File: src/rtl/core/opd_pkg.sv
// opd_pkg: shared widths and the token flag type for the dedup cell chain
// no dependencies; imported by the cell, the top level and the checker
`default_nettype none

package opd_pkg;

    // fixed field widths of the stream items
    localparam int ELEM_W  = 32;
    localparam int COUNT_W = 7;
    localparam int TDATA_IN_W  = 32;
    localparam int TDATA_OUT_W = 40;
    localparam int TUSER_OUT_W = 2;

    // tuser bit positions on the result side
    localparam int TUSER_IS_FIRST   = 0;
    localparam int TUSER_OVERFLOWED = 1;

    // per-transaction status traveling down the chain
    typedef struct packed {
        logic last;    // final element of the array
        logic found;   // matched a stored value
        logic stored;  // claimed a free cell
    } t_tok_flags;

endpackage

`default_nettype wire

File: src/rtl/core/opd_cell.sv
// opd_cell: one store entry of the dedup chain plus one pipeline stage
// depends on opd_pkg
`default_nettype none

module opd_cell
    import opd_pkg::*;
#(
    parameter int VALUE_WIDTH = 32,
    parameter int CNT_W       = 7
) (
    input  wire logic              i_clk,
    input  wire logic              i_rst_n,
    input  wire logic              i_adv,
    input  wire logic              i_valid,
    input  wire logic [ELEM_W-1:0] i_elem,
    input  wire t_tok_flags        i_flags,
    input  wire logic [CNT_W-1:0]  i_cnt,
    output logic                   o_valid,
    output logic [ELEM_W-1:0]      o_elem,
    output t_tok_flags             o_flags,
    output logic [CNT_W-1:0]       o_cnt
);

    logic [VALUE_WIDTH-1:0] w_key;
    logic                   r_occ;
    logic [VALUE_WIDTH-1:0] r_val;
    logic                   r_valid;
    logic [ELEM_W-1:0]      r_elem;
    t_tok_flags             r_flags;
    logic [CNT_W-1:0]       r_cnt;
    logic                   n_occ;
    logic                   w_hit;
    logic                   w_claim;
    logic                   w_occ_after;
    t_tok_flags             n_flags;

    // compare key is the element cut or zero-extended to the store width
    if (VALUE_WIDTH <= ELEM_W) begin : g_key_cut
        assign w_key = i_elem[VALUE_WIDTH-1:0];
    end else begin : g_key_ext
        assign w_key = {{(VALUE_WIDTH-ELEM_W){1'b0}}, i_elem};
    end

    always_comb begin
        w_hit       = i_valid && r_occ && (r_val == w_key);
        w_claim     = i_valid && !r_occ && !i_flags.found && !i_flags.stored;
        w_occ_after = r_occ || w_claim;
        n_flags        = i_flags;
        n_flags.found  = i_flags.found || w_hit;
        n_flags.stored = i_flags.stored || w_claim;
        // last element empties the store behind it
        if (i_valid && i_flags.last) begin
            n_occ = 1'b0;
        end else begin
            n_occ = w_occ_after;
        end
    end

    always_ff @(posedge i_clk) begin
        if (!i_rst_n) begin
            r_occ   <= 1'b0;
            r_valid <= 1'b0;
        end else if (i_adv) begin
            r_occ   <= n_occ;
            r_valid <= i_valid;
        end
    end

    always_ff @(posedge i_clk) begin
        if (i_adv) begin
            if (w_claim) begin
                r_val <= w_key;
            end
            r_elem  <= i_elem;
            r_flags <= n_flags;
            r_cnt   <= i_cnt + {{(CNT_W-1){1'b0}}, w_occ_after};
        end
    end

    assign o_valid = r_valid;
    assign o_elem  = r_elem;
    assign o_flags = r_flags;
    assign o_cnt   = r_cnt;

endmodule

`default_nettype wire

File: config.mk
export PLATFORM = sky130hd
export DESIGN_NAME = opd_cell
export DESIGN_NICKNAME = d
export VERILOG_FILES = /design/src/rtl/core/opd_pkg.sv /design/src/rtl/core/opd_cell.sv
export SDC_FILE = /design/constraint.sdc
export NUM_CORES = 1
export LEC_CHECK = 0
export ABC_AREA = 0
export BUFFER_PORTS_ARGS = -buffer_cell sky130_fd_sc_hd__buf_4
export CORE_MARGIN = 4
export CORE_UTILIZATION = 47
export CTS_BUF_LIST = sky130_fd_sc_hd__clkbuf_8
export CTS_CLUSTER_SIZE = 8
export DETAILED_ROUTE_END_ITERATION = 6
export MAX_ROUTING_LAYER = met4
export PLACE_DENSITY = 0.87
export SETUP_SLACK_MARGIN = 0.02
export SYNTH_ARGS = -nofsm -noshare
export SYNTH_HDL_FRONTEND = slang
export SYNTH_SLANG_ARGS = --single-unit
File: constraint.sdc
create_clock -name i_clk -period 2.1 [get_ports i_clk]
set_clock_uncertainty 0.2 [all_clocks]
set_input_delay 0.21 -clock i_clk [delete_from_list [all_inputs] [get_ports i_clk]]
set_output_delay 0.21 -clock i_clk [all_outputs]
set_load 0.005 [all_outputs]
==> metrics.txt, run 1 <==
fin crit period=1960 ps; final non-filler cell total=366; post-placement setup slack=126 ps; Worst R2R Setup Slack=between 100 and 150 ps; Psw=0.682 mW; vias per cell=4.73; leak pwr=1.62 nW; Horiz. Die Dim=85.0 µm; hold_buf cts=44; setup_tns=0 ps; run status=completed; Cells after Synth=141; Final Cycle Share=approximately 93%; final net count=337; Critical Path AT=roughly 1900 ps; Post-synth ARST share=0%; TritonCTS clock tree=built; Core ar.=5640 µm²; Final Wtd Congestion=0.761; Slew HR=79.4%; layout cells sized above 1=between 30% and 40%; drt pass-1 iters=4; clock sink count=76; clk_lat worst skew=340 ps; Setup crit end kind=register; vias in the first global route=1888; remaining global-route overflow=0; switching share of power=22.2%; setup violators final=0; final antenna-violating net count=0; Residual DRC=0; initial DRC count=103; total wire length=about 6000 µm; H-tree Lvls=3; Initial Util=49.3%; Clock power frac=a little under a third; root cell of the clock tree=clkbuf_8; drt wl/cell=between 15 and 20 µm; Total GRT Usage=between 10% and 20%; Setup crit start kind=register; initial antenna violation count=0; critical path type=register to register; largest area contributor in the netlist=edfxtp_1; hpwl dp=4060 µm; Hold Crit Start=i_cnt[1]; CP required=1990 ps; setup bufs post-CTS=0; first-pass GRT wire length=9550 µm; Ys Warns=0; worst-path fanout max=3; Die Y=85.0 µm; CP startpoint=r_occ; most instantiated cells after synthesis=74 x edfxtp_1, 32 x xnor2_1, 7 x nand4_1; top-count cell post-synth=edfxtp_1; fmax=510 MHz; EDFF count, synth=74; placed cells=306; num ports=89; maxcap violations=0; Synth top area share=79.8%; top_reg_cell synth=edfxtp_1; cell area after synthesis=2780 µm²; Hold Fails Final Rpt=0; Area contributors post-synth=edfxtp_1 80%, xnor2_1 10%, nand4_1 1.6%; sequential power share=57.7%; Comb pwr share=between 10% and 20%; CTS max path bufs=2; vias=about 1700; setup ws final=138 ps; Syn Nets=189; # resized after CTS=0; Num CTS Buffers=9; Seq/Total Area, Yosys=around 81%; worst r2r src=r_occ; worst slew pin tran=~310 ps; Worst Hold Class=input pin to register; IO Port Bufs=88; count of cell types in the netlist=19; Slew Limit Fails=0; pin count of the biggest net entering global routing=24; RSZ-0062 raised after global routing=no; area delta synth->final=50.2%; Yosys reg bits=76; Peak supply drop=0.000488 V; Pint=2.40 mW; Syn Area/Cell=19.7 µm²; Inserted Diodes=0; pwr dens=approximately 740 nW/µm²; area of the die=7220 µm²; row count=27; CTS clk-pin slew, worst paths=80 ps
-- final timing paths --
path,depth (start not counted),to
hold / removal,2,o_cnt[1]
setup reg to reg,7,o_cnt[6]
hold reg to reg,2,r_occ
setup / recovery,7,o_cnt[6]
-- through the flow --
stage	total power, mW	utilization (%)	area (µm²)	hold slack (ps)
after floorplan	1.87	-	2780	109
after global placement	2.09	63.3	3570	203
after detailed placement	2.10	63.3	3570	205
after CTS	3.10	74.1	4180	0.502
after global routing	3.21	74.1	4180	5.26
final	3.08	74.1	4180	12.7
-- layer usage --
layer	GRT usage (%)	vias to the layer above	wire [µm]
met3	4.37	6	310
li1	-	836	-
met2	31.5	57	3270
met4	6.91	0	70
met1	20.2	831	2390
met5	-	-	0
-- power by group through the flow --
stage	Sequential, mW	Clock (mW)	Combinational [mW]
global route	1.78	1.05	0.386
global placement	1.80	0	0.283
floorplan	1.82	0	0.0558
finish	1.77	0.947	0.356
detailed placement	1.81	0	0.292
CTS	1.77	0.964	0.358
-- final cells by class --
cell class | instances | area [µm²]
fill | 347 | 1460
clock buffer | 9 | 124
multi-input combinational | 65 | 522
timing repair buffer | 137 | 1140
sequential | 76 | 2260
clock inverter | 7 | 43.8
tap | 72 | 90.1
-- flip-flops by register name (all words and copies together), names as in the netlist --
name	cells
o_flags	3
o_elem	32
o_valid	1
r_occ	1
o_cnt	7
r_val	32
-- cells by family (layout without fill, tap and decap cells) --
group                      count (synthesis)  after routing  share of synthesized area, %
and+or+nand+nor                           22             22                          4.90
AOI/OAI and AO/OA                          3              3                         0.944
adders and majority gates                  2              2                         0.899
xor gates and xnor gates                  37             37                          11.6
muxes                                      1              1                         0.360
DFF                                       76             76                          81.3
buffers and inverters                      0            153                             0
-- cell usage in the layout, fill, tap and decap left out, types with 3 or more instances in the layout --
cell type	n
nand4_1	7
xnor2_1	32
nand3_1	5
dlygate4sd3_1	44
clkinv_2	3
edfxtp_1	74
buf_4	93
clkbuf_8	9
xor2_1	5
-- critical path, cell delays in order (launching register included) --
cell     delay [ps]
dfxtp_1         330
nor4b_2         280
or2_1           140
ha_1            180
ha_1            190
and3_1          190
nand3_1         100
xnor2_1         130
Note: power is estimated with default switching activity, not from simulation.
==> inputs of run 2 (changes only) <==
- CORE_UTILIZATION: 47 -> 50
- PLACE_DENSITY: 0.87 -> 0.88
- SETUP_SLACK_MARGIN: 0.02 -> 0.15
- clock period: 2.1 -> 2.5 ns (I/O delays scaled with it)
==> metrics.txt, run 2 (synthesis results as in run 1) <==
Worst R2R Setup Slack=480 ps; num ports=89; Final Cycle Share=about nine tenths; R2R cell count=7; clock sink count=76; placed cells=301; row count=26; setup bufs post-CTS=0; first-pass GRT wire length=9090 µm; Slew HR=a little under three quarters; hold_buf cts=37; vias in the first global route=1833; Psw=~0.54 mW; critical path type=input pin to register; Hold Fails Final Rpt=0; Final Wtd Congestion=0.790; final instance area=4120 µm²; routing usage on met2=31.4%; run status=completed; CTS max path bufs=2; Total GRT Usage=between 10% and 20%; drt pass-1 iters=4; # resized after CTS=0; CTS clk-pin slew, worst paths=80 ps; Core ar.=between 5000 and 6000 µm²; Setup crit end kind=register; CP required=2390 ps; Setup crit start kind=input pin; hpwl dp=3840 µm; leak pwr=about 1.6 nW; pwr dens=around 660 nW/µm²; root cell of the clock tree=clkbuf_8; remaining global-route overflow=0; worst slew pin tran=436 ps; placed cell area=3550 µm²; Comb pwr share=10.5%; worst hold slack=13.3 ps; Hold Crit Endpoint=o_cnt[5]; Slew Limit Fails=0; Peak supply drop=~0.00053 V; switching share of power=19.9%; area of the die=6830 µm²; Num CTS Buffers=9; Initial Util=53.2%; initial DRC count=94; Die Y=between 80 and 90 µm; final non-filler cell total=roughly 350; TritonCTS clock tree=built; commonest non-fill, non-tap cell in the layout=buf_4; H-tree Lvls=3; Pint=about 2.2 mW; most frequent cells in the layout=90 x buf_4, 74 x edfxtp_1, 37 x dlygate4sd3_1; Clock power frac=35.1%; worst r2r src=r_occ; Hold Crit Start=i_cnt[5]; r2r endpoint=o_cnt[6]; worst-path fanout max=3; drt wl/cell=roughly 17 µm; vias per cell=4.89; setup violators final=0; total wire length=5860 µm; met3 Use GR=under 10%; Pwr Total=between 2 and 3 mW; fin crit period=2250 ps; IO Port Bufs=88; Critical Path AT=approximately 2100 ps; GR peak layer=met2; vias=roughly 1700; area delta synth->final=48.1%; Inserted Diodes=0; setup_tns=0 ps; met1 Use GR=22.9%; final antenna-violating net count=0; Horiz. Die Dim=just over 80 µm; Worst Hold Class=input pin to register; Hold Path Cell Cnt=2; final net count=~330; layout cells sized above 1=between 30% and 40%; RSZ-0062 raised after global routing=no; fmax=445 MHz; clk_lat worst skew=330 ps; initial antenna violation count=0; pin count of the biggest net entering global routing=34; sequential power share=between 50% and 60%; Residual DRC=0; maxcap violations=0
## run 2: power by group through the flow
stage               Sequential (mW)  Combinational, mW  Clock, mW
floorplan                      1.53             0.0468          0
global placement               1.52              0.235          0
detailed placement             1.52              0.242          0
CTS                            1.49              0.290      0.973
global route                   1.50              0.314       1.04
finish                         1.49              0.289      0.961
## run 2: worst max-delay path by stage
stage	startpoint	end	slack (ps)	depth (start not counted)
4_1_cts	i_flags[1]	o_cnt[6]	240	9
6_report	i_flags[1]	o_cnt[6]	250	9
2_1_floorplan	r_occ	r_val[0]	460	2
3_5_place_dp	i_flags[1]	o_cnt[6]	470	8
3_3_place_gp	i_flags[1]	o_cnt[6]	560	8
5_1_grt	i_flags[1]	o_cnt[6]	150	9
## run 2: layout make-up
class,instances,area [µm²]
flip-flops and latches,76,2260
fillers,297,1110
repair buffers,127,1050
multi-input cells,65,522
clock buffers,9,124
well taps,70,87.6
clock inverters,7,82.6
## run 2: metal layers
layer  routed length (µm)  vias to the layer above  part of all wire (%)
met2                 3090                       65                    53
met5                    0                        -                     0
met3                  282                       15                   4.8
li1                     -                      820                     -
met1                 2320                      830                    40
met4                  176                        0                   3.0
## run 2: critical path, cell delays in order
cell,delay [ps]
dlygate4sd3_1,550
buf_4,150
nor4b_2,270
or2_1,140
ha_1,170
ha_1,180
and3_1,200
nand3_1,100
xnor2_1,130
## run 2: stage by stage
| stage | worst slack, ps | util (%) |
|---|---|---|
| global placement | 555 | 67.7 |
| global route | 153 | 78.7 |
| finish | 254 | 78.7 |
| CTS | 243 | 78.7 |
| detailed placement | 473 | 67.7 |
| floorplan | 459 | - |
==> inputs of run 3 (changes only) <==
- CORE_UTILIZATION: 50 -> 56
- MAX_ROUTING_LAYER: met4 -> default
- PLACE_DENSITY: 0.88 -> 0.9
==> metrics.txt, run 3 (synthesis results as in run 1) <==
run status=completed; IO Port Bufs=a little under 90; worst r2r src=r_occ; vias per cell=5.07; setup violators final=0; Worst Hold Class=input pin to register; area of the die=6160 µm²; Hold Path Cell Cnt=2; fmax=436 MHz; clock sink count=76; first-pass GRT wire length=10600 µm; Pwr Total=roughly 2.6 mW; initial DRC count=79; Horiz. Die Dim=78.5 µm; maxcap violations=0; routing usage on met2=40.6%; placed cells=299; Hold Fails Final Rpt=0; worst slew pin tran=397 ps; fin crit period=around 2300 ps; pin count of the biggest net entering global routing=30; Setup crit end kind=register; Worst R2R Setup Slack=400 ps; r2r endpoint=o_cnt[6]; row count=25; drt wl/cell=19.2 µm; CP required=2390 ps; met3 Use GR=under 10%; H-tree Lvls=3; setup_tns=0 ps; GR peak layer=met2; R2R cell count=7; Total GRT Usage=24.0%; root cell of the clock tree=clkbuf_8; leak pwr=between 1.5 and 2 nW; Slew Limit Fails=0; Final Wtd Congestion=approximately 0.73; Initial Util=between 50 and 60%; CTS max path bufs=2; Slew HR=between 70 and 80%; Inserted Diodes=0; num ports=89; vias in the first global route=~1900; pwr dens=624 nW/µm²; Core ar.=between 4000 and 5000 µm²; Hold Crit Start=i_cnt[4]; hpwl dp=3800 µm; total wire length=6750 µm; Residual DRC=0; area delta synth->final=47.5%; Peak supply drop=0.000713 V; CTS clk-pin slew, worst paths=70 ps; met1 Use GR=about 27%; commonest non-fill, non-tap cell in the layout=buf_4; remaining global-route overflow=0; Die Y=78.5 µm; vias=1785; final net count=approximately 330; initial antenna violation count=0; most frequent cells in the layout=91 x buf_4, 74 x edfxtp_1, 38 x dlygate4sd3_1; critical path type=input pin to register; Hold Crit Endpoint=o_cnt[4]; Num CTS Buffers=9; RSZ-0062 raised after global routing=no; layout cells sized above 1=just under 40%; Final Cycle Share=91.6%; Critical Path AT=2180 ps; worst-path fanout max=3; Setup crit start kind=input pin; clk_lat worst skew=340 ps; drt pass-1 iters=4; final non-filler cell total=352; TritonCTS clock tree=built; final antenna-violating net count=0
==> run 3: worst max path at each step <==
stage	startpoint	slack (ps)	end
4_1_cts	i_flags[1]	250	o_cnt[6]
3_3_place_gp	i_flags[1]	530	o_cnt[6]
6_report	i_flags[1]	210	o_cnt[6]
5_1_grt	i_flags[1]	150	o_cnt[6]
3_5_place_dp	i_flags[1]	450	o_cnt[6]
2_1_floorplan	r_occ	460	r_val[0]
==> run 3: worst max-delay path, stage by stage <==
cell           delay (ps)
dlygate4sd3_1         550
buf_4                 160
nor4b_4               250
or2_1                 140
ha_2                  190
ha_2                  200
and3_4                190
nand3_1               100
xnor2_1               150
==> run 3: stage by stage <==
step	worst slack [ps]	util, %	instance area [µm²]	hold WS, ps
after floorplan	459	-	2780	149
after global placement	530	74.7	3550	251
after detailed placement	455	74.7	3550	247
after CTS	251	86.0	4090	0.636
after global routing	152	86.4	4110	5.92
final	209	86.4	4110	29.2
==> run 3: report_power, final <==
part	internal [mW]	total, mW	switching, mW
registers	1.47	1.49	0.0236
clock network	0.345	0.769	0.424
logic	0.179	0.299	0.120
==> run 3: cell type report <==
type / instances / area [µm²]
Clock inverter: 6 / 32.5
Multi-Input combinational cell: 65 / 541
Sequential cell: 76 / 2260
Timing Repair Buffer: 129 / 1060
Tap cell: 67 / 83.8
Fill cell: 223 / 648
Clock buffer: 9 / 124
==> run 3: metal layers <==
metal / share of wire, % / vias up
met3: 7.2 / 12
met1: 39 / 857
li1: - / 816
met2: 52 / 100
met5: 0 / -
met4: 1.7 / 0
==> run 3: timing repair <==
item,in CTS,in global routing
endpoints found under the hold margin,71,0
setup endpoints to repair,0,1
gates resized for setup,0,4
buffers inserted,0,0
hold buffers,38,0
